$ cat src/sv/aec_pkg.sv
`default_nettype none

package aec_pkg;

  localparam int SAMPLE_WIDTH = 24;
  localparam int MAX_DELAY_DEFAULT = 65536;
  localparam int SINE_TABLE_BITS_DEFAULT = 10;

  localparam int MUL_W = 24;
  localparam int PROD_W = 2 * MUL_W;
  localparam int RND_W = PROD_W - 16;
  localparam int SUM_W = RND_W + 2;
  localparam int SINE_W = 18;
  localparam int DEPTH_W = 17;
  localparam int MOD_W = 18;
  localparam int CFG_DATA_W = 32;
  localparam int CFG_INDEX_W = 3;

  localparam logic [DEPTH_W-1:0] ONE_Q16 = DEPTH_W'(65536);
  localparam longint unsigned HALF_PI_Q30 = 64'd1686629713;

  localparam logic signed [SUM_W-1:0] SAT_HI =
    SUM_W'((longint'(1) << (SAMPLE_WIDTH - 1)) - 1);
  localparam logic signed [SUM_W-1:0] SAT_LO = ~SAT_HI;

  localparam logic [1:0] LAST_SLOT = 2'd2;

  typedef enum logic [CFG_INDEX_W-1:0] {
    REG_STAGE_ORDER,
    REG_GAIN_FACTOR,
    REG_ECHO_DELAY,
    REG_ECHO_DECAY,
    REG_PHASE_STEP,
    REG_DEPTH
  } cfg_reg_t;

  typedef enum logic [1:0] {
    SEL_NONE,
    SEL_GAIN,
    SEL_ECHO,
    SEL_TREM
  } stage_sel_t;

  typedef enum logic [3:0] {
    PC_IDLE,
    PC_DISP,
    PC_G0,
    PC_G1,
    PC_E0,
    PC_E1,
    PC_E2,
    PC_T0,
    PC_T1,
    PC_T2,
    PC_T3,
    PC_NEXT,
    PC_FIN
  } pc_t;

  typedef enum logic [1:0] {
    MUL_GAIN,
    MUL_ECHO,
    MUL_DEPTH,
    MUL_MOD
  } mul_sel_t;

  typedef enum logic [1:0] {
    X_HOLD,
    X_ROUND,
    X_ECHO
  } x_op_t;

  typedef enum logic [2:0] {
    J_GOTO,
    J_WAIT_IN,
    J_DISPATCH,
    J_SLOT,
    J_WAIT_OUT
  } jump_t;

  typedef struct packed {
    mul_sel_t mul_sel;
    x_op_t    x_op;
    logic     mod_load;
    logic     echo_access;
    jump_t    jump;
    pc_t      target;
  } ucode_t;

  typedef struct packed {
    ucode_t uc;
    logic   accept;
    logic   out_load;
  } ctrl_t;

  typedef struct packed {
    logic in_valid;
    logic out_free;
    logic echo_ok;
    logic trem_ok;
  } status_t;

  function automatic ucode_t ucode(input pc_t pc);
    ucode_t w;
    w = '{mul_sel: MUL_GAIN, x_op: X_HOLD, mod_load: 1'b0, echo_access: 1'b0,
          jump: J_GOTO, target: PC_IDLE};
    case (pc)
      PC_IDLE: begin
        w.jump = J_WAIT_IN;
        w.target = PC_DISP;
      end
      PC_DISP: w.jump = J_DISPATCH;
      PC_G0: begin
        w.mul_sel = MUL_GAIN;
        w.target = PC_G1;
      end
      PC_G1: begin
        w.x_op = X_ROUND;
        w.target = PC_NEXT;
      end
      PC_E0: begin
        w.echo_access = 1'b1;
        w.target = PC_E1;
      end
      PC_E1: begin
        w.mul_sel = MUL_ECHO;
        w.target = PC_E2;
      end
      PC_E2: begin
        w.x_op = X_ECHO;
        w.target = PC_NEXT;
      end
      PC_T0: begin
        w.mul_sel = MUL_DEPTH;
        w.target = PC_T1;
      end
      PC_T1: begin
        w.mod_load = 1'b1;
        w.target = PC_T2;
      end
      PC_T2: begin
        w.mul_sel = MUL_MOD;
        w.target = PC_T3;
      end
      PC_T3: begin
        w.x_op = X_ROUND;
        w.target = PC_NEXT;
      end
      PC_NEXT: begin
        w.jump = J_SLOT;
        w.target = PC_FIN;
      end
      PC_FIN: begin
        w.jump = J_WAIT_OUT;
        w.target = PC_IDLE;
      end
      default: begin
        w.jump = J_GOTO;
        w.target = PC_IDLE;
      end
    endcase
    return w;
  endfunction

  function automatic logic signed [RND_W-1:0] round_q16(input logic signed [PROD_W-1:0] p);
    logic signed [PROD_W-1:0] t;
    t = p + PROD_W'(32768);
    return t[PROD_W-1:16];
  endfunction

  function automatic logic signed [SAMPLE_WIDTH-1:0] sat(input logic signed [SUM_W-1:0] v);
    logic signed [SUM_W-1:0] r;
    if (v > SAT_HI) begin
      r = SAT_HI;
    end else if (v < SAT_LO) begin
      r = SAT_LO;
    end else begin
      r = v;
    end
    return r[SAMPLE_WIDTH-1:0];
  endfunction

  // Long division, evaluated only while the sine table constants are built.
  function automatic longint unsigned long_div(input longint unsigned num,
                                               input longint unsigned den);
    longint unsigned q;
    longint unsigned r;
    q = '0;
    r = '0;
    for (int i = 63; i >= 0; i--) begin
      r = {r[62:0], num[i]};
      if (r >= den) begin
        r = r - den;
        q[i] = 1'b1;
      end
    end
    return q;
  endfunction

  // Quarter-wave sine entry in Q16 from a Q30 Taylor series up to x^17.
  function automatic logic [DEPTH_W-1:0] quarter_sine(input int unsigned k,
                                                      input int unsigned bits);
    longint unsigned x;
    longint unsigned x2;
    longint unsigned term;
    longint sum;
    longint unsigned n;
    x = (longint'(k) * HALF_PI_Q30) >> (bits - 2);
    x2 = (x * x) >> 30;
    term = x;
    sum = longint'(x);
    for (n = 1; n <= 8; n++) begin
      term = long_div((term * x2) >> 30, (2 * n) * (2 * n + 1));
      if (n[0]) begin
        sum = sum - longint'(term);
      end else begin
        sum = sum + longint'(term);
      end
    end
    if (sum < 0) begin
      sum = 0;
    end
    sum = longint'((unsigned'(sum) + 8192) >> 14);
    if (sum > 65536) begin
      sum = 65536;
    end
    return DEPTH_W'(sum);
  endfunction

endpackage

`default_nettype wire

$ cat src/sv/aec_datapath.sv
`default_nettype none

module aec_datapath (
  input  wire logic                                    clk,
  input  wire logic                                    rst,
  input  wire aec_pkg::ctrl_t                          ctrl,
  input  wire logic signed [aec_pkg::SAMPLE_WIDTH-1:0] sample_in,
  input  wire logic signed [23:0]                      gain,
  input  wire logic signed [17:0]                      decay,
  input  wire logic [aec_pkg::DEPTH_W-1:0]             depth,
  input  wire logic signed [aec_pkg::SAMPLE_WIDTH-1:0] delayed,
  input  wire logic signed [aec_pkg::SINE_W-1:0]       sine,
  input  wire logic                                    out_ready,
  output logic signed [aec_pkg::SAMPLE_WIDTH-1:0]      x,
  output logic signed [aec_pkg::SAMPLE_WIDTH-1:0]      sample_out,
  output logic                                         out_valid
);

  logic signed [aec_pkg::MUL_W-1:0]  mul_a;
  logic signed [aec_pkg::MUL_W-1:0]  mul_b;
  logic signed [aec_pkg::PROD_W-1:0] prod;
  logic signed [aec_pkg::RND_W-1:0]  rnd;
  logic signed [aec_pkg::MOD_W-1:0]  mod;
  logic signed [aec_pkg::MOD_W+1:0]  mod_full;
  logic signed [aec_pkg::SUM_W-1:0]  echo_sum;

  always_comb begin
    case (ctrl.uc.mul_sel)
      aec_pkg::MUL_GAIN: begin
        mul_a = aec_pkg::MUL_W'(x);
        mul_b = aec_pkg::MUL_W'(gain);
      end
      aec_pkg::MUL_ECHO: begin
        mul_a = aec_pkg::MUL_W'(decay);
        mul_b = aec_pkg::MUL_W'(delayed);
      end
      aec_pkg::MUL_DEPTH: begin
        mul_a = aec_pkg::MUL_W'($signed({1'b0, depth}));
        mul_b = aec_pkg::MUL_W'(sine);
      end
      default: begin
        mul_a = aec_pkg::MUL_W'(x);
        mul_b = aec_pkg::MUL_W'(mod);
      end
    endcase
    rnd = aec_pkg::round_q16(prod);
    echo_sum = aec_pkg::SUM_W'(x) + aec_pkg::SUM_W'(rnd);
    mod_full = (aec_pkg::MOD_W + 2)'($signed({1'b0, aec_pkg::ONE_Q16}))
             - (aec_pkg::MOD_W + 2)'($signed({1'b0, depth}))
             + (aec_pkg::MOD_W + 2)'(rnd);
  end

  always_ff @(posedge clk) begin
    prod <= mul_a * mul_b;
    if (ctrl.uc.mod_load) begin
      mod <= mod_full[aec_pkg::MOD_W-1:0];
    end
    if (ctrl.accept) begin
      x <= sample_in;
    end else begin
      case (ctrl.uc.x_op)
        aec_pkg::X_ROUND: x <= aec_pkg::sat(aec_pkg::SUM_W'(rnd));
        aec_pkg::X_ECHO:  x <= aec_pkg::sat(echo_sum);
        default:          x <= x;
      endcase
    end
    if (ctrl.out_load) begin
      sample_out <= x;
    end
  end

  always_ff @(posedge clk) begin
    if (rst) begin
      out_valid <= 1'b0;
    end else if (ctrl.out_load) begin
      out_valid <= 1'b1;
    end else if (out_ready) begin
      out_valid <= 1'b0;
    end
  end

endmodule

`default_nettype wire

$ cat config.mk
export PLATFORM = sky130hd
export DESIGN_NAME = aec_datapath
export DESIGN_NICKNAME = d
export VERILOG_FILES = /design/src/sv/aec_pkg.sv /design/src/sv/aec_datapath.sv
export SDC_FILE = /design/constraint.sdc
export NUM_CORES = 2
export LEC_CHECK = 0
export ABC_AREA = 1
export ABC_CLOCK_PERIOD_IN_PS = 7920
export BUFFER_PORTS_ARGS = -buffer_cell sky130_fd_sc_hd__buf_2
export CAP_MARGIN = 15
export CORE_MARGIN = 1
export CORE_UTILIZATION = 58
export CTS_CLUSTER_DIAMETER = 80
export CTS_CLUSTER_SIZE = 8
export DETAILED_ROUTE_END_ITERATION = 10
export GPL_TIMING_DRIVEN = 0
export PLACE_DENSITY_LB_ADDON = 0.1
export SKIP_CTS_REPAIR_TIMING = 1
export SLEW_MARGIN = 15
export SYNTH_ARGS = -nofsm -noshare
export SYNTH_HDL_FRONTEND = slang
export SYNTH_SLANG_ARGS = --single-unit
export TNS_END_PERCENT = 10
$ cat constraint.sdc
create_clock -name clk -period 7.92 [get_ports clk]
set_clock_uncertainty 0.1 [all_clocks]
set_input_delay 0.792 -clock clk [delete_from_list [all_inputs] [get_ports clk]]
set_output_delay 0.792 -clock clk [all_outputs]
set_load 0.005 [all_outputs]
==> impl_metrics.py <==
metrics = {
    "yosys": {
        "ys_ff_latch": 100,
        "synth_edf_count": 66,
        "syn_area_sq_um": 29810,
        "syn-num-nets": 4778,
        "async_flop_share_pct": 0,
        "yosysTopAreaCellShare_pct": 40.84,
        "netlist_instances": 3827,
        "synth_top_area_cell": "fa_1",
        "synthTopCellsByArea": "fa_1 (41%), nand2_1 (11%), inv_1 (11%)",
        "synth_cell_type_count": 55,
        "ys.flop_type": "edfxtp_1",
        "seq_area_frac_synth_pct": 8.933,
        "yosysWarnings": 0,
        "syn_area_per_cell_sq_um": 7.788,
    },
    "grt": {
        "track_usage_pct": 38.73,
        "grt_pass1_wl_mm": 152.0,
        "grt_pass1_vias": 25970,
        "grt_overflow": 0,
        "grt_max_degree": 26,
        "antenna_found_initial": 4,
    },
    "worst_hold_path": {
        "min_path_cells": 2,
        "hp-class": "reg2reg",
    },
    "layout": {
        "finalNetCount": 5058,
        "area_delta_synth_final_pct": 15.71,
        "drive_above_1_share_pct": 16.05,
        "final_util_pct": 68.46,
        "fillers": 4321,
    },
    "timing": {
        "final-setup-viol-count": 0,
        "post-route-period-util_pct": 98.86,
        "fin_crit_ns": 7.830,
        "fmax_mhz": 127.7,
        "hold_violations": 0,
        "worst_pin_slew_ns": 1.061,
        "slew_violations": 0,
        "rsz0062_at_grt": "true",
        "max-slew-margin-rel_pct": 29.12,
        "setup-tns-final_ns": 0,
    },
    "job": {
        "max_cap_viol_count": 0,
    },
    "critical_path": {
        "worst-path-buf-inv": 9,
        "crit_family": "adder cells",
        "critical_path.endpoint_type": "flop",
        "crit_required_ns": 8.09,
        "r2r_setup_slack_ns": 0.54,
        "critPathLaunchType": "primary input",
        "crit_top_cell": "fa_1",
        "cp_max_fo": 10,
        "cp_slowest_stage_delay_ns": 0.54,
        "crit_arrival_ns": 8.00,
        "path_class": "in2reg",
        "reg2reg_depth": 28,
        "worst-path-stages": 33,
        "cp_slowest_cell": "fa_1",
    },
    "place": {
        "hpwl_mm": 85.48,
        "gp_congestion": 1.011,
        "port_buffers": 182,
    },
    "drt": {
        "drt_iter0_markers": 2858,
        "vias": 26560,
        "ant_nets": 0,
        "drc_errors": 0,
        "drt_first_pass_iters": 5,
        "viasPerCell": 5.550,
        "wl_mm": 100.9,
        "wire_per_inst_um": 21.08,
    },
    "floorplan": {
        "io_pins": 192,
        "coreArea_sq_um": 50380,
        "die_area_sq_um": 52300,
        "die_h_um": 228.7,
        "die_x_um": 228.7,
        "rows": 82,
        "start_util_pct": 59.17,
    },
    "clocking": {
        "cts_tree": "built",
        "cts_buffers": 9,
        "cts_root_buffer": "clkbuf_16",
        "path_clk_slew_ns": 0.08,
        "cts_sinks": 100,
        "insertion_delay_ns": 0.38,
        "ctsHtreeMaxLevel": 3,
        "clock_path_buffers": 2,
    },
    "run_status": {
        "run_status": "complete, no violations",
    },
}
## worst reg2reg max path: cells and delay by family (launching register included)
family	cells	cell delay, ns
buffers and inverters	6	0.83
adder cells (fa/ha/maj)	8	3.73
AND/OR/NAND/NOR	13	1.41
AO/OA/AOI/OAI	1	0.66
flip-flops	1	0.54
## registers in the layout, summed over array words and instances (netlist names)
register and flops:
mod 18, out_valid 1, prod 33, sample_out 24, x 24
## synthesized netlist by cell type, types with 3 or more instances
cell      instances
clkinv_1         10
nand3_1         100
dfxtp_1          34
and3_1            3
nor2_2            7
inv_1           883
buf_1             4
a21oi_1         114
a221oi_1         12
edfxtp_1         66
clkbuf_1         95
nor4_1            5
xor2_1           72
a22o_1            6
nand2_1         884
a21boi_0          3
a21oi_2          13
a21o_1            6
o21ai_0          61
o21bai_1          5
o211ai_1         16
o21ai_1          14
nand4_1          11
nor3_1           33
nand2_2          13
fa_1            608
ha_1            200
a31oi_1          12
buf_2             9
nor2_1          460
xnor2_1          26
o21a_1           13
## metrics by stage
step           instance area [sq um]  hold WS (ns)  worst slack [ns]  instances
2_1_floorplan                  29810        0.3790           0.02723       3827
3_3_place_gp                   31560        0.3682            -2.484       4681
3_5_place_dp                   31590        0.3887            -2.458       4684
4_1_cts                        31880        0.4067            -2.096       4700
5_1_grt                        34490        0.4490           -0.1643       4784
6_report                       34490        0.4032           0.09047       4785
## metal layers
metal	share of wire (%)	vias to the layer above	GRT usage, %	wire length [um]
met3	11	260	7.909	11550
met1	41	12880	56.39	41400
met4	5.1	2	15.69	5157
met2	42	1477	56.54	42730
li1	-	11940	-	-
met5	0.012	-	0	12
## final cells by class
| type | count | area, sq um | area share (%) |
|---|---|---|---|
| diodes | 1 | 2.502 | 0.007256 |
| clock buffers | 9 | 225.2 | 0.6530 |
| repair buffers | 267 | 1699 | 4.927 |
| inverters | 894 | 3435 | 9.959 |
| clock inverters | 7 | 60.06 | 0.1741 |
| well taps | 672 | 840.8 | 2.438 |
| repair inverters | 2 | 15.01 | 0.04354 |
| multi-input cells | 2719 | 24510 | 71.06 |
| flip-flops and latches | 100 | 2663 | 7.720 |
| plain buffers | 114 | 1040 | 3.015 |
## kinds of logic (layout without fill, tap and decap cells)
| logic type | count (synthesis) | after routing | synth area share (%) |
|---|---|---|---|
| compound gates | 287 | 287 | 5.785 |
| xor+xnor | 98 | 98 | 2.880 |
| fa+ha+maj | 808 | 808 | 49.23 |
| buf+inv | 1008 | 1293 | 12.89 |
| flops | 100 | 100 | 8.933 |
| other cells | 0 | 1 | 0 |
| simple gates | 1526 | 1526 | 20.28 |
## path summary, 6_finish.rpt
| kind | startpoint | to |
|---|---|---|
| min | out_valid$_SDFFE_PP0P_ | out_valid$_SDFFE_PP0P_ |
| max reg2reg | x[1]$_DFFE_PP_ | prod[42]$_DFF_P_ |
| min reg2reg | out_valid$_SDFFE_PP0P_ | out_valid$_SDFFE_PP0P_ |
| max | ctrl[13] | prod[42]$_DFF_P_ |
## cells in the final DEF (no fill, tap or decap), types with 34 or more instances in the layout
| cell | instances |
|---|---|
| nor2_1 | 433 |
| nand2_1 | 863 |
| a21oi_1 | 94 |
| xor2_1 | 72 |
| ha_1 | 169 |
| buf_4 | 90 |
| edfxtp_1 | 66 |
| inv_1 | 845 |
| buf_2 | 196 |
| nand3_1 | 97 |
| dfxtp_1 | 34 |
| buf_6 | 34 |
| fa_1 | 590 |
Power is not shown: default switching activity piles up to over one toggle a cycle in this logic, so the estimate is an artifact.
