[config.mk]
export PLATFORM = sky130hd
export DESIGN_NAME = aec_sequencer
export DESIGN_NICKNAME = d
export VERILOG_FILES = /design/src/sv/aec_pkg.sv /design/src/sv/aec_sequencer.sv
export SDC_FILE = /design/constraint.sdc
export NUM_CORES = 1
export LEC_CHECK = 0
export BUFFER_PORTS_ARGS = -buffer_cell sky130_fd_sc_hd__buf_2
export CAP_MARGIN = 20
export CORE_UTILIZATION = 47
export DETAILED_ROUTE_END_ITERATION = 8
export MAX_ROUTING_LAYER = met4
export PLACE_DENSITY = 0.88
export SETUP_SLACK_MARGIN = 0.5
export SYNTH_ARGS = -nofsm -noshare
export SYNTH_HDL_FRONTEND = slang
export SYNTH_SLANG_ARGS = --single-unit
[constraint.sdc]
create_clock -name clk -period 1.75 [get_ports clk]
set_input_delay 0.35 -clock clk [delete_from_list [all_inputs] [get_ports clk]]
set_output_delay 0.35 -clock clk [all_outputs]
set_load 0.01 [all_outputs]
[src/sv/aec_pkg.sv]
`default_nettype none

package aec_pkg;

  localparam int SAMPLE_WIDTH = 24;
  localparam int MAX_DELAY_DEFAULT = 65536;
  localparam int SINE_TABLE_BITS_DEFAULT = 10;

  localparam int MUL_W = 24;
  localparam int PROD_W = 2 * MUL_W;
  localparam int RND_W = PROD_W - 16;
  localparam int SUM_W = RND_W + 2;
  localparam int SINE_W = 18;
  localparam int DEPTH_W = 17;
  localparam int MOD_W = 18;
  localparam int CFG_DATA_W = 32;
  localparam int CFG_INDEX_W = 3;

  localparam logic [DEPTH_W-1:0] ONE_Q16 = DEPTH_W'(65536);
  localparam longint unsigned HALF_PI_Q30 = 64'd1686629713;

  localparam logic signed [SUM_W-1:0] SAT_HI =
    SUM_W'((longint'(1) << (SAMPLE_WIDTH - 1)) - 1);
  localparam logic signed [SUM_W-1:0] SAT_LO = ~SAT_HI;

  localparam logic [1:0] LAST_SLOT = 2'd2;

  typedef enum logic [CFG_INDEX_W-1:0] {
    REG_STAGE_ORDER,
    REG_GAIN_FACTOR,
    REG_ECHO_DELAY,
    REG_ECHO_DECAY,
    REG_PHASE_STEP,
    REG_DEPTH
  } cfg_reg_t;

  typedef enum logic [1:0] {
    SEL_NONE,
    SEL_GAIN,
    SEL_ECHO,
    SEL_TREM
  } stage_sel_t;

  typedef enum logic [3:0] {
    PC_IDLE,
    PC_DISP,
    PC_G0,
    PC_G1,
    PC_E0,
    PC_E1,
    PC_E2,
    PC_T0,
    PC_T1,
    PC_T2,
    PC_T3,
    PC_NEXT,
    PC_FIN
  } pc_t;

  typedef enum logic [1:0] {
    MUL_GAIN,
    MUL_ECHO,
    MUL_DEPTH,
    MUL_MOD
  } mul_sel_t;

  typedef enum logic [1:0] {
    X_HOLD,
    X_ROUND,
    X_ECHO
  } x_op_t;

  typedef enum logic [2:0] {
    J_GOTO,
    J_WAIT_IN,
    J_DISPATCH,
    J_SLOT,
    J_WAIT_OUT
  } jump_t;

  typedef struct packed {
    mul_sel_t mul_sel;
    x_op_t    x_op;
    logic     mod_load;
    logic     echo_access;
    jump_t    jump;
    pc_t      target;
  } ucode_t;

  typedef struct packed {
    ucode_t uc;
    logic   accept;
    logic   out_load;
  } ctrl_t;

  typedef struct packed {
    logic in_valid;
    logic out_free;
    logic echo_ok;
    logic trem_ok;
  } status_t;

  function automatic ucode_t ucode(input pc_t pc);
    ucode_t w;
    w = '{mul_sel: MUL_GAIN, x_op: X_HOLD, mod_load: 1'b0, echo_access: 1'b0,
          jump: J_GOTO, target: PC_IDLE};
    case (pc)
      PC_IDLE: begin
        w.jump = J_WAIT_IN;
        w.target = PC_DISP;
      end
      PC_DISP: w.jump = J_DISPATCH;
      PC_G0: begin
        w.mul_sel = MUL_GAIN;
        w.target = PC_G1;
      end
      PC_G1: begin
        w.x_op = X_ROUND;
        w.target = PC_NEXT;
      end
      PC_E0: begin
        w.echo_access = 1'b1;
        w.target = PC_E1;
      end
      PC_E1: begin
        w.mul_sel = MUL_ECHO;
        w.target = PC_E2;
      end
      PC_E2: begin
        w.x_op = X_ECHO;
        w.target = PC_NEXT;
      end
      PC_T0: begin
        w.mul_sel = MUL_DEPTH;
        w.target = PC_T1;
      end
      PC_T1: begin
        w.mod_load = 1'b1;
        w.target = PC_T2;
      end
      PC_T2: begin
        w.mul_sel = MUL_MOD;
        w.target = PC_T3;
      end
      PC_T3: begin
        w.x_op = X_ROUND;
        w.target = PC_NEXT;
      end
      PC_NEXT: begin
        w.jump = J_SLOT;
        w.target = PC_FIN;
      end
      PC_FIN: begin
        w.jump = J_WAIT_OUT;
        w.target = PC_IDLE;
      end
      default: begin
        w.jump = J_GOTO;
        w.target = PC_IDLE;
      end
    endcase
    return w;
  endfunction

  function automatic logic signed [RND_W-1:0] round_q16(input logic signed [PROD_W-1:0] p);
    logic signed [PROD_W-1:0] t;
    t = p + PROD_W'(32768);
    return t[PROD_W-1:16];
  endfunction

  function automatic logic signed [SAMPLE_WIDTH-1:0] sat(input logic signed [SUM_W-1:0] v);
    logic signed [SUM_W-1:0] r;
    if (v > SAT_HI) begin
      r = SAT_HI;
    end else if (v < SAT_LO) begin
      r = SAT_LO;
    end else begin
      r = v;
    end
    return r[SAMPLE_WIDTH-1:0];
  endfunction

  // Long division, evaluated only while the sine table constants are built.
  function automatic longint unsigned long_div(input longint unsigned num,
                                               input longint unsigned den);
    longint unsigned q;
    longint unsigned r;
    q = '0;
    r = '0;
    for (int i = 63; i >= 0; i--) begin
      r = {r[62:0], num[i]};
      if (r >= den) begin
        r = r - den;
        q[i] = 1'b1;
      end
    end
    return q;
  endfunction

  // Quarter-wave sine entry in Q16 from a Q30 Taylor series up to x^17.
  function automatic logic [DEPTH_W-1:0] quarter_sine(input int unsigned k,
                                                      input int unsigned bits);
    longint unsigned x;
    longint unsigned x2;
    longint unsigned term;
    longint sum;
    longint unsigned n;
    x = (longint'(k) * HALF_PI_Q30) >> (bits - 2);
    x2 = (x * x) >> 30;
    term = x;
    sum = longint'(x);
    for (n = 1; n <= 8; n++) begin
      term = long_div((term * x2) >> 30, (2 * n) * (2 * n + 1));
      if (n[0]) begin
        sum = sum - longint'(term);
      end else begin
        sum = sum + longint'(term);
      end
    end
    if (sum < 0) begin
      sum = 0;
    end
    sum = longint'((unsigned'(sum) + 8192) >> 14);
    if (sum > 65536) begin
      sum = 65536;
    end
    return DEPTH_W'(sum);
  endfunction

endpackage

`default_nettype wire

[src/sv/aec_sequencer.sv]
`default_nettype none

module aec_sequencer (
  input  wire logic             clk,
  input  wire logic             rst,
  input  wire logic [5:0]       stage_order,
  input  wire aec_pkg::status_t status,
  output aec_pkg::ctrl_t        ctrl,
  output logic                  in_ready
);

  aec_pkg::pc_t       pc;
  aec_pkg::pc_t       pc_next;
  logic [1:0]         slot;
  logic [1:0]         slot_next;
  logic               echo_used;
  logic               echo_used_next;
  aec_pkg::ucode_t    uc;
  aec_pkg::stage_sel_t sel;

  always_ff @(posedge clk) begin
    if (rst) begin
      pc <= aec_pkg::PC_IDLE;
      slot <= '0;
      echo_used <= 1'b0;
    end else begin
      pc <= pc_next;
      slot <= slot_next;
      echo_used <= echo_used_next;
    end
  end

  always_comb begin
    uc = aec_pkg::ucode(pc);
    sel = aec_pkg::stage_sel_t'(stage_order[2*slot +: 2]);
    pc_next = pc;
    slot_next = slot;
    echo_used_next = echo_used;
    ctrl.accept = 1'b0;
    ctrl.out_load = 1'b0;
    case (uc.jump)
      aec_pkg::J_GOTO: pc_next = uc.target;
      aec_pkg::J_WAIT_IN: begin
        if (status.in_valid) begin
          pc_next = uc.target;
          ctrl.accept = 1'b1;
          slot_next = '0;
          echo_used_next = 1'b0;
        end
      end
      aec_pkg::J_DISPATCH: begin
        case (sel)
          aec_pkg::SEL_GAIN: pc_next = aec_pkg::PC_G0;
          aec_pkg::SEL_ECHO: begin
            echo_used_next = 1'b1;
            pc_next = (status.echo_ok && !echo_used) ? aec_pkg::PC_E0 : aec_pkg::PC_NEXT;
          end
          aec_pkg::SEL_TREM: begin
            pc_next = status.trem_ok ? aec_pkg::PC_T0 : aec_pkg::PC_NEXT;
          end
          default: pc_next = aec_pkg::PC_NEXT;
        endcase
      end
      aec_pkg::J_SLOT: begin
        if (slot == aec_pkg::LAST_SLOT) begin
          pc_next = uc.target;
        end else begin
          slot_next = slot + 2'd1;
          pc_next = aec_pkg::PC_DISP;
        end
      end
      aec_pkg::J_WAIT_OUT: begin
        if (status.out_free) begin
          pc_next = uc.target;
          ctrl.out_load = 1'b1;
        end
      end
      default: pc_next = aec_pkg::PC_IDLE;
    endcase
    ctrl.uc = uc;
    in_ready = (uc.jump == aec_pkg::J_WAIT_IN);
  end

endmodule

`default_nettype wire

==> results.md, run 1 <==
Die:
- The starting utilization of the core area is 52.7%.
- The y dimension of the die is around 41 um.
- In this run the core area contains 13 standard-cell rows.
- The number of top-level pins is 28.
- In this run the horizontal extent of the chip is between 40 and 50 um.

Run status:
- The first error in the log reads "[ERROR DPL-0033] detailed placement checks failed during check placement".
- The flow did not finish.
- The stage where the flow stopped is 5_1_grt.

Synth:
- The synthesized-area fraction occupied by ao, oa, aoi and oai cells is 25.7%.
- Yosys attributes the largest share of cell area to sky130_fd_sc_hd__dfxtp_1, sky130_fd_sc_hd__nand2b_1, sky130_fd_sc_hd__nor2_1.
- The synthesized netlist contains 38 unique library cells.
- In this run, synthesis produced a sequential element count of 7.
- Synthesis produced 100 cells.
- After Yosys synthesis, and, or, nand and nor cells account for 39.6% of the synthesized area.
- After synthesis, the largest family of logic cells by area is simple AND/OR/NAND/NOR gates.
- In the synthesized netlist, mux cells make up 4.17% of the area.
- The per-instance average area after synthesis is 7.21 sq um.
- The synthesized design devotes to its leading area cell type about a fifth of total area.
- The leading area contributor after synthesis is sky130_fd_sc_hd__dfxtp_1.
- The synthesized netlist devotes roughly 1.7% of its cell area to adder and majority cells.
- The summed instance area of the synthesized netlist is 721 sq um.
- Of the total synthesized cell area, the portion taken by XOR and XNOR cells is 2.43%.
- The number of nets in the synthesized netlist is between 100 and 150.
- The number of warnings reported in the yosys synthesis log is 0.
- The sequential-to-total area share from yosys stat is 19.4%.

GRT:
- The initial antenna violation count is 0.
- The pin count of the biggest net entering global routing is 13.

Place:
- After legalization and detailed placement, the total HPWL measured 1500 um.
- Port buffering added 27 buffers.
- The final estimated routing congestion in global placement is 0.878.

Clock network:
- The number of hold buffers added after CTS is 0.
- The root buffer cell is sky130_fd_sc_hd__clkbuf_4.
- CTS built an H-tree with a depth of 1.
- Counting the buffers created by CTS gives 3.
- The count of clock tree sinks is 7.
- Counting along the longest clock path gives a buffer depth of 2.

STA:
- When the last timing repair stopped, the worst path ended at ctrl[6].
- The worst-path endpoint category is an output port.
cells in the mapped netlist:
cell and count:
sky130_fd_sc_hd__and3b_1 1, sky130_fd_sc_hd__or4_1 1, sky130_fd_sc_hd__nor3b_1 1, sky130_fd_sc_hd__o21bai_1 1, sky130_fd_sc_hd__dfxtp_1 7, sky130_fd_sc_hd__inv_1 7
sky130_fd_sc_hd__a22oi_1 1, sky130_fd_sc_hd__nor4b_1 1, sky130_fd_sc_hd__nand2b_1 8, sky130_fd_sc_hd__nand4b_1 1, sky130_fd_sc_hd__clkbuf_1 3, sky130_fd_sc_hd__a311oi_1 1
sky130_fd_sc_hd__nand2_1 5, sky130_fd_sc_hd__o22ai_1 2, sky130_fd_sc_hd__nor3_1 4, sky130_fd_sc_hd__o2111ai_1 1, sky130_fd_sc_hd__o21a_1 1, sky130_fd_sc_hd__nand3b_1 2
sky130_fd_sc_hd__o22a_1 1, sky130_fd_sc_hd__buf_2 1, sky130_fd_sc_hd__nor4bb_1 2, sky130_fd_sc_hd__a211o_1 1, sky130_fd_sc_hd__o211ai_1 1, sky130_fd_sc_hd__mux2i_1 3
sky130_fd_sc_hd__or4b_4 1, sky130_fd_sc_hd__xnor2_1 2, sky130_fd_sc_hd__nor2_1 11, sky130_fd_sc_hd__o21ai_0 8, sky130_fd_sc_hd__or3_1 1, sky130_fd_sc_hd__and2_1 4
sky130_fd_sc_hd__ha_1 1, sky130_fd_sc_hd__buf_1 2, sky130_fd_sc_hd__a21oi_1 6, sky130_fd_sc_hd__or2_2 1, sky130_fd_sc_hd__nor2b_1 1, sky130_fd_sc_hd__a21o_1 3
sky130_fd_sc_hd__nor4_4 1, sky130_fd_sc_hd__a311oi_2 1
logic make-up after synthesis:
group / count (synthesis)
buffers and inverters: 13
AO/OA/AOI/OAI: 28
AND/OR/NAND/NOR: 46
adder cells (fa/ha/maj): 1
XOR/XNOR: 2
multiplexers: 3
flip-flops: 7
through the flow:
step	cells	utilization, %	instance area, sq um	worst slack [ns]
after CTS	157	86.5	1180	-0.0766
after detailed placement	142	69.0	942	0.132
after global placement	142	69.0	942	0.158
after floorplan	100	-	793	0.289
repair_timing:
action,in CTS
gates cloned,1
endpoints found under the setup margin,23
gates resized for setup,27
pin swaps,9
buffers inserted,10
==> run 2: changes to the inputs <==
--- a/config.mk
+++ b/config.mk
@@ -7,11 +7,10 @@
 export LEC_CHECK = 0
 export BUFFER_PORTS_ARGS = -buffer_cell sky130_fd_sc_hd__buf_2
 export CAP_MARGIN = 20
-export CORE_UTILIZATION = 47
+export CORE_AREA = 2 2 63 65
 export DETAILED_ROUTE_END_ITERATION = 8
-export MAX_ROUTING_LAYER = met4
-export PLACE_DENSITY = 0.88
-export SETUP_SLACK_MARGIN = 0.5
+export DIE_AREA = 0 0 65 67
+export PLACE_DENSITY_LB_ADDON = 0.15
 export SYNTH_ARGS = -nofsm -noshare
 export SYNTH_HDL_FRONTEND = slang
 export SYNTH_SLANG_ARGS = --single-unit
==> results.md, run 2 <==
Run status:
- The run finished, with violations left.
- The checks that failed: negative setup slack.

Synth:
- The dominant synthesized flop cell is sky130_fd_sc_hd__dfxtp_1.
- The summed instance area of the synthesized netlist came to 721 sq um (unchanged).
- The sequential-to-total area share from yosys stat came to 19.4% (unchanged).
- sky130_fd_sc_hd__dfxtp_1 takes more of the synthesized area than any other cell.
- The most common cell in the netlist is sky130_fd_sc_hd__nor2_1.
- The commonest cells after synthesis are sky130_fd_sc_hd__nor2_1, sky130_fd_sc_hd__nand2b_1, sky130_fd_sc_hd__o21ai_0.
- The count of different cell masters after synthesis is 38 (unchanged).
- The number of flops mapped to enable cells by yosys was 0 (unchanged).
- The net count after synthesis is 113 (unchanged).
- The flip-flop and latch count after synthesis came to 7 (unchanged).
- The cell count after synthesis is 100 (unchanged).
- The number of warnings reported in the yosys synthesis log is 0 (unchanged).
- The share of Yosys cell area claimed by the top area cell type is 19.4% (unchanged).
- The per-instance average area after synthesis was 7.21 sq um (unchanged).
- Yosys attributes the largest share of cell area to sky130_fd_sc_hd__dfxtp_1, sky130_fd_sc_hd__nand2b_1, sky130_fd_sc_hd__nor2_1.
- The proportion of register bits with asynchronous set or reset after synthesis is 0% (unchanged).

Clock network:
- The count of clock tree sinks is 7 (unchanged).
- The number of H-tree levels is 1 (unchanged).
- The number of buffers between clock root and the deepest sink is 2 (unchanged).
- The CTS tree is built.
- The root buffer cell is sky130_fd_sc_hd__clkbuf_8.
- The number of hold buffers added after CTS came to 0 (unchanged).
- The number of buffers added by the clock tree synthesis step is 3 (unchanged).
- The clock reaches the later pin of the worst-skew pair after 0.23 ns.
- Clock-pin slew was measured on the worst setup and hold paths at 0.04 ns.

Power and ir drop:
- Net switching is between 40% and 50% of the power.
- The peak supply drop is just over 0.4 mV.
- The proportion of power drawn by flip-flops and latches is 14.8%.
- The internal portion of total power is 0.963 mW.
- The relative contribution of combinational cells to total power is ~71%.
- The analysis attributes to cell leakage a power of 0.475 nW.
- The post-route total power is 1.62 mW.
- Per report_power, the clock group accounts for 14.2% of the total.
- For this design the total switching power over the nets is between 0.6 and 0.7 mW.
- In this run the power density over the cells is 1470 nW/um^2.

Die:
- The y dimension of the die is 67 um (+63%).
- The die covers 4360 sq um.
- The floorplan step defined a core boundary enclosing 3610 sq um.
- The number of top-level pins was 28 (unchanged).
- The number of rows in the core area is 22 (+9).
- The die width is 65 um (+58%).
- The starting utilization of the core area is 20.0% (-33 points).

STA:
- At the pin with the least slew margin, the transition time is 0.444 ns.
- The largest clock skew in the final design is between 0.0004 and 0.0005 ns.
- The number of setup violations in the final report is 2.
- The highest clock frequency the design can meet is between 500 and 600 MHz.
- Of the available clock period, the critical path in the final layout requires 101%.
- Setup repair after global routing could not meet its margin everywhere.
- The count of final max-slew check failures is 0.
- The final critical path time including I/O delays and setup is between 1.5 and 2 ns.
- Headroom to the max-slew limit came out at ~70%.
- After layout, the worst setup slack is -0.0195 ns.
- The count of endpoints failing hold in the final timing report is 0.

Detailed routing:
- The via density per instance is 4.46.
- The detailed-route via count is 843.
- The DRC violation count after routing is 0.
- After detailed routing, the total wire length is 2080 um.
- In the final routed layout, each cell accounts on average for 11.0 um.
- The count of TritonRoute iterations in the first routing pass is 4.
- The number of DRC markers after the initial detailed-route iteration is 26.
- The detail route stage leaves a number of antenna-violating nets equal to 0.

Worst setup path:
- Data on the critical path is required at its endpoint by 1.40 ns.
- The worst setup path is launched from a flip-flop.
- The maximum fanout along the worst path is 4.
- Data on the critical path arrives at its endpoint at 1.42 ns.
- The category of the critical setup timing path is reg -> out.
- The kind of end point of the critical path is an output pin.

Cells and area:
- The largest registers in the layout are pc (4), slot (2), echo_used (1).
- The final cell count without fillers is between 150 and 200.
- The number of antenna cells inserted is 0.
- The register with the most flip-flops in the layout has 4 of them.
- Leaving out fill and tap cells, the most frequent cell in the layout is sky130_fd_sc_hd__buf_2.
- The fill cell total of the finished layout is 402.
- Summing all flip-flop and latch instances after layout gives 144 sq um.
- Compared with the post-synthesis result, the final layout area differs by 53.6%.
- Cells with a size suffix above 1 make up 43.3% of the layout.
- In the layout the commonest cells are sky130_fd_sc_hd__buf_2, sky130_fd_sc_hd__buf_4, sky130_fd_sc_hd__nor2_1.
- For this run, the post-layout net count is around 160.
- The area used by multi-input combinational logic is 551 sq um.
- The register name with the most flops is pc.

Hold path:
- The class of the tightest hold or removal check is in -> reg.

Place:
- The number of buffers added on ports is 27 (unchanged).
- The half-perimeter wire length after detailed placement is 1600 um (+6.4%).
- The final estimated routing congestion in global placement is 0.776 (-12%).
- The total placed cells including tap cells is 179 (+26%).

GRT:
- The total track usage is 10.2%.
- The initial antenna violation count is 0.
- Global routing finished with a remaining overflow of 0.
- The pin count of the biggest net entering global routing is 14.
- The number of global-route vias before repair is 760.
- The wire length of the first global-routing pass is 3440 um.

Flow run:
- Across the run, the number of max-cap violations was 0.
-- run 2: cell counts after synthesis --
Identical to the previous run, type by type.
-- run 2: cell families (layout without fill, tap and decap cells) --
group / after synthesis / after routing / synth area share (%)
simple gates: 46 / 46 / 39.6
compound gates: 28 / 28 / 25.7
buf+inv: 13 / 54 / 6.94
flops: 7 / 7 / 19.4
mux: 3 / 3 / 4.17
xor+xnor: 2 / 2 / 2.43
fa+ha+maj: 1 / 1 / 1.74
-- run 2: final cells by class --
type	instances	share of cell area [%]
Clock buffer	4	4.07
Inverter	7	2.37
Multi-Input combinational cell	80	49.7
Sequential cell	7	13.0
Tap cell	48	5.42
Timing Repair Buffer	43	25.4
-- run 2: power groups by stage --
stage               sequential, mW  clock, mW  combinational, mW
floorplan                    0.232          0              0.622
global placement             0.234          0              0.938
detailed placement           0.235          0              0.941
CTS                          0.239      0.241               1.13
global route                 0.249      0.253               1.26
finish                       0.241      0.230               1.15
-- run 2: timing repair --
action / 4_1_cts / 5_1_grt
setup buffers: 5 / 2
setup endpoints to repair: 4 / 9
pin swaps: 3 / 4
gates resized for setup: 11 / 5
endpoints found under the hold margin: 0 / 0
-- run 2: path summary, 6_finish.rpt --
kind / cells after the start / slack, ns / from / end
worst min register to register: 2 / 0.47 / echo_used / echo_used
worst max-delay path: 4 / -0.02 / pc[0] / ctrl[6]
worst max register to register: 4 / 0.12 / pc[2] / pc[2]
worst min-delay path: 2 / 0.38 / rst / slot[0]
-- run 2: through the flow --
| stage | setup slack [ns] | hold slack, ns | utilization, % | TNS, ns | instance area [sq um] |
|---|---|---|---|---|---|
| 2_1_floorplan | 0.138 | 0.418 | - | 0 | 721 |
| 3_3_place_gp | 0.0920 | 0.467 | 26.8 | 0 | 967 |
| 3_5_place_dp | 0.0792 | 0.468 | 26.8 | 0 | 967 |
| 4_1_cts | -0.0277 | 0.368 | 29.9 | -0.0614 | 1080 |
| 5_1_grt | -0.0714 | 0.369 | 30.7 | -0.219 | 1110 |
| 6_report | -0.0195 | 0.380 | 30.7 | -0.0206 | 1110 |
-- run 2: metal layers --
| metal | global-route usage [%] | routed length [um] | up-vias |
|---|---|---|---|
| met5 | 0 | 0 | - |
| met1 | 12.9 | 1010 | 380 |
| li1 | - | - | 440 |
| met3 | 3.21 | 130 | 0 |
| met2 | 16.9 | 943 | 23 |
| met4 | 2.39 | 0 | 0 |
-- run 2: critical path, cell delays in order, from the launching register on --
cell                      delay [ns]
sky130_fd_sc_hd__dfxtp_2        0.32
sky130_fd_sc_hd__or4_4          0.55
sky130_fd_sc_hd__and2_4         0.19
sky130_fd_sc_hd__inv_2          0.05
sky130_fd_sc_hd__buf_6          0.09
Note: power is estimated with default switching activity, not from simulation.
==> run 3: changes to the inputs <==
--- a/config.mk
+++ b/config.mk
@@ -10,6 +10,7 @@
 export CORE_AREA = 2 2 63 65
 export DETAILED_ROUTE_END_ITERATION = 8
 export DIE_AREA = 0 0 65 67
+export GPL_TIMING_DRIVEN = 0
 export PLACE_DENSITY_LB_ADDON = 0.15
 export SYNTH_ARGS = -nofsm -noshare
 export SYNTH_HDL_FRONTEND = slang
==> constraint.sdc (replaced) <==
create_clock -name clk -period 1.75 [get_ports clk]
set_input_delay 0 -clock clk [delete_from_list [all_inputs] [get_ports clk]]
set_output_delay 0 -clock clk [all_outputs]
set_load 0.01 [all_outputs]
==> results.md, run 3 (synthesized netlist as in run 2, its figures left out) <==
Cells and area:
- The post-synthesis to final-layout area growth is 35.1%.
- The largest registers in the layout are pc (4), slot (2), echo_used (1).
- The final layout net count is 146 (-5.8%).
- The library cell used most frequently in the layout, excluding fill and tap cells, is sky130_fd_sc_hd__buf_2.
- The share of the core filled with cells in the final layout is 27.0% (-3.7 points).
- The layout cell share with drive strength beyond 1 is 30.3% (-13 points).
- In the layout the commonest cells are sky130_fd_sc_hd__buf_2, sky130_fd_sc_hd__nor2_1, sky130_fd_sc_hd__nand2b_1.
- The final cell count without fillers is 180 (-4.8%).
- pc holds more flip-flops than any other register.
- The number of antenna cells inserted is 0 (unchanged).
- The cell area after layout came to 973 sq um (-12%).
- The number of flip-flops under the largest register name came to 4 (unchanged).

Clock network:
- The number of buffers between clock root and the deepest sink came to 2 (unchanged).
- The CTS tree is built.
- The clock latency on the worst-skew pair came to 0.22 ns (about the same).
- The count of clock tree sinks is 7 (unchanged).
- The number of buffers added by the clock tree synthesis step is 3 (unchanged).
- The number of hold buffers added after CTS was 0 (unchanged).
- The number of H-tree levels came to 1 (unchanged).
- The clock-pin slew on the worst setup and hold paths is 0.04 ns (about the same).
- Clock tree synthesis selected as its root buffer the cell sky130_fd_sc_hd__clkbuf_8.

GRT:
- The pin count of the biggest net entering global routing is 11 (-3).
- The leftover overflow at the end of global routing is 0 (unchanged).
- The initial antenna violation count is 0 (unchanged).
- The total track usage was 9.97% (-0.25 points).
- The wire length of the first global-routing pass was 3350 um (-2.4%).
- The number of global-route vias before repair was 729 (-4.1%).

Detailed routing:
- The total wire length is 2070 um (-0.58%).
- The post-route antenna net violation count is 0 (unchanged).
- The average detailed-routed wire length per instance was 11.5 um (+4.4%).
- The DRC violation count after routing was 0 (unchanged).
- The detailed-route via count came to 791 (-6.2%).
- The number of DRC markers after the initial detailed-route iteration is 40 (+54%).
- The via density per instance is 4.39 (-1.5%).
- The count of TritonRoute iterations in the first routing pass was 4 (unchanged).

Worst setup path:
- The worst setup path is of the reg -> reg kind.
- The cell with the largest stage delay on the worst path is sky130_fd_sc_hd__or4b_4.
- The data required time of the worst path is 1.88 ns (+0.48 ns).
- Traced cell by cell, the critical path runs through or4b_4, buf_4, a211o_1, a311oi_1.
- The worst stage delay on the critical path is 0.56 ns (about the same).
- The critical path arrival is 1.80 ns (+0.38 ns).
- The worst setup path is launched from a flip-flop.
- STA classifies the critical path endpoint as a flip-flop.
- The maximum fanout along the worst path came to 6 (+2).

Die:
- The y dimension of the die is 67 um (unchanged).
- The starting utilization of the core area is 20.0% (unchanged).
- The number of rows in the core area is 22 (unchanged).
- The die width is 65 um (unchanged).
- The full die area came to 4360 sq um (unchanged).
- The area of the core is 3610 sq um (unchanged).
- The number of top-level pins came to 28 (unchanged).

STA:
- The number of setup violations in the final report is 0 (-2).
- The final period utilization is 95.4% (-5.7 points).
- The hold slack is 0.0284 ns (-0.352 ns).
- The worst relative slew slack is 64.7% (-5.4 points).
- The slew of the pin with the lowest slew margin is 0.522 ns (+0.0780 ns).
- The count of final max-slew check failures is 0 (unchanged).
- Setup repair after global routing could not meet its margin everywhere.
- The setup slack after layout is 0.0801 ns (+0.0996 ns).
- The final critical path time including I/O delays and setup is 1.67 ns (-0.0996 ns).
- The count of endpoints failing hold in the final timing report is 0 (unchanged).
- The highest clock frequency the design can meet is 599 MHz (+6.0%).
- The final total negative setup slack is 0 ns (+0.0206 ns).
- The largest clock skew in the final design is 0.00187 ns (+0.00139 ns).

Power and ir drop:
- The leakage power came to 0.416 nW (-12%).
- The peak supply drop was 0.349 mV (-14%).
- The post-route total power came to 1.35 mW (-17%).
- The power density over the cells was 1390 nW/um^2 (-5.1%).

Flow run:
- The max capacitance violation total came to 0 (unchanged).

Place:
- The total placed cells including tap cells is 175 (-2.2%).
- The post-placement worst setup slack is -0.0223 ns (-0.101 ns).
- The final estimated routing congestion in global placement came to 0.695 (-10%).
- The half-perimeter wire length after detailed placement is 1620 um (+1.8%).
- The total cell area at the placement stage is 916 sq um (-5.3%).
- The number of buffers added on ports is 27 (unchanged).

Hold path:
- The class of the tightest hold or removal check is in -> reg.

Run status:
- The run finished with clean final reports.
run 3: path summary, 6_finish.rpt:
path / to / slack [ns] / start / cells past startpoint
max: pc[2] / 0.08 / pc[3] / 4
min: slot[1] / 0.03 / rst / 2
max reg2reg: pc[2] / 0.08 / pc[3] / 4
min reg2reg: echo_used / 0.48 / echo_used / 2
run 3: repair_timing:
| item | CTS | global route |
|---|---|---|
| buffers inserted | 1 | 0 |
| pin swaps | 2 | 2 |
| endpoints found under the setup margin | 1 | 6 |
| gates resized for setup | 1 | 5 |
| cloned | 0 | 0 |
| endpoints found under the hold margin | 0 | 0 |
run 3: per-layer routing:
metal | vias to the layer above | global-route usage (%) | part of all wire (%) | wire length (um)
met3 | 2 | 2.53 | 6.5 | 134
met5 | - | 0 | 0 | 0
met1 | 347 | 13.7 | 49 | 1000
met2 | 25 | 15.9 | 44 | 918
li1 | 417 | - | - | -
met4 | 0 | 1.60 | 0.48 | 10
run 3: final cells by class:
| type | count | area, sq um |
|---|---|---|
| plain buffers | 6 | 28.8 |
| flip-flops and latches | 7 | 140 |
| inverters | 7 | 26.3 |
| fillers | 436 | 2630 |
| multi-input cells | 80 | 531 |
| clock buffers | 4 | 45.0 |
| repair buffers | 28 | 143 |
| well taps | 48 | 60.1 |
run 3: power by group:
part | internal (mW) | leakage, nW | switching, mW
Sequential | 0.202 | 0.0573 | 0.0401
Clock | 0.157 | 0.0228 | 0.0670
Combinational | 0.388 | 0.336 | 0.500
Total | 0.747 | 0.416 | 0.607
run 3: critical path: cells and delay by family (launching register included):
family                 cells  cell delay (ns)
and+or+nand+nor            1             0.56
DFF                        1             0.34
buffers and inverters      1             0.17
AOI/OAI and AO/OA          2             0.51
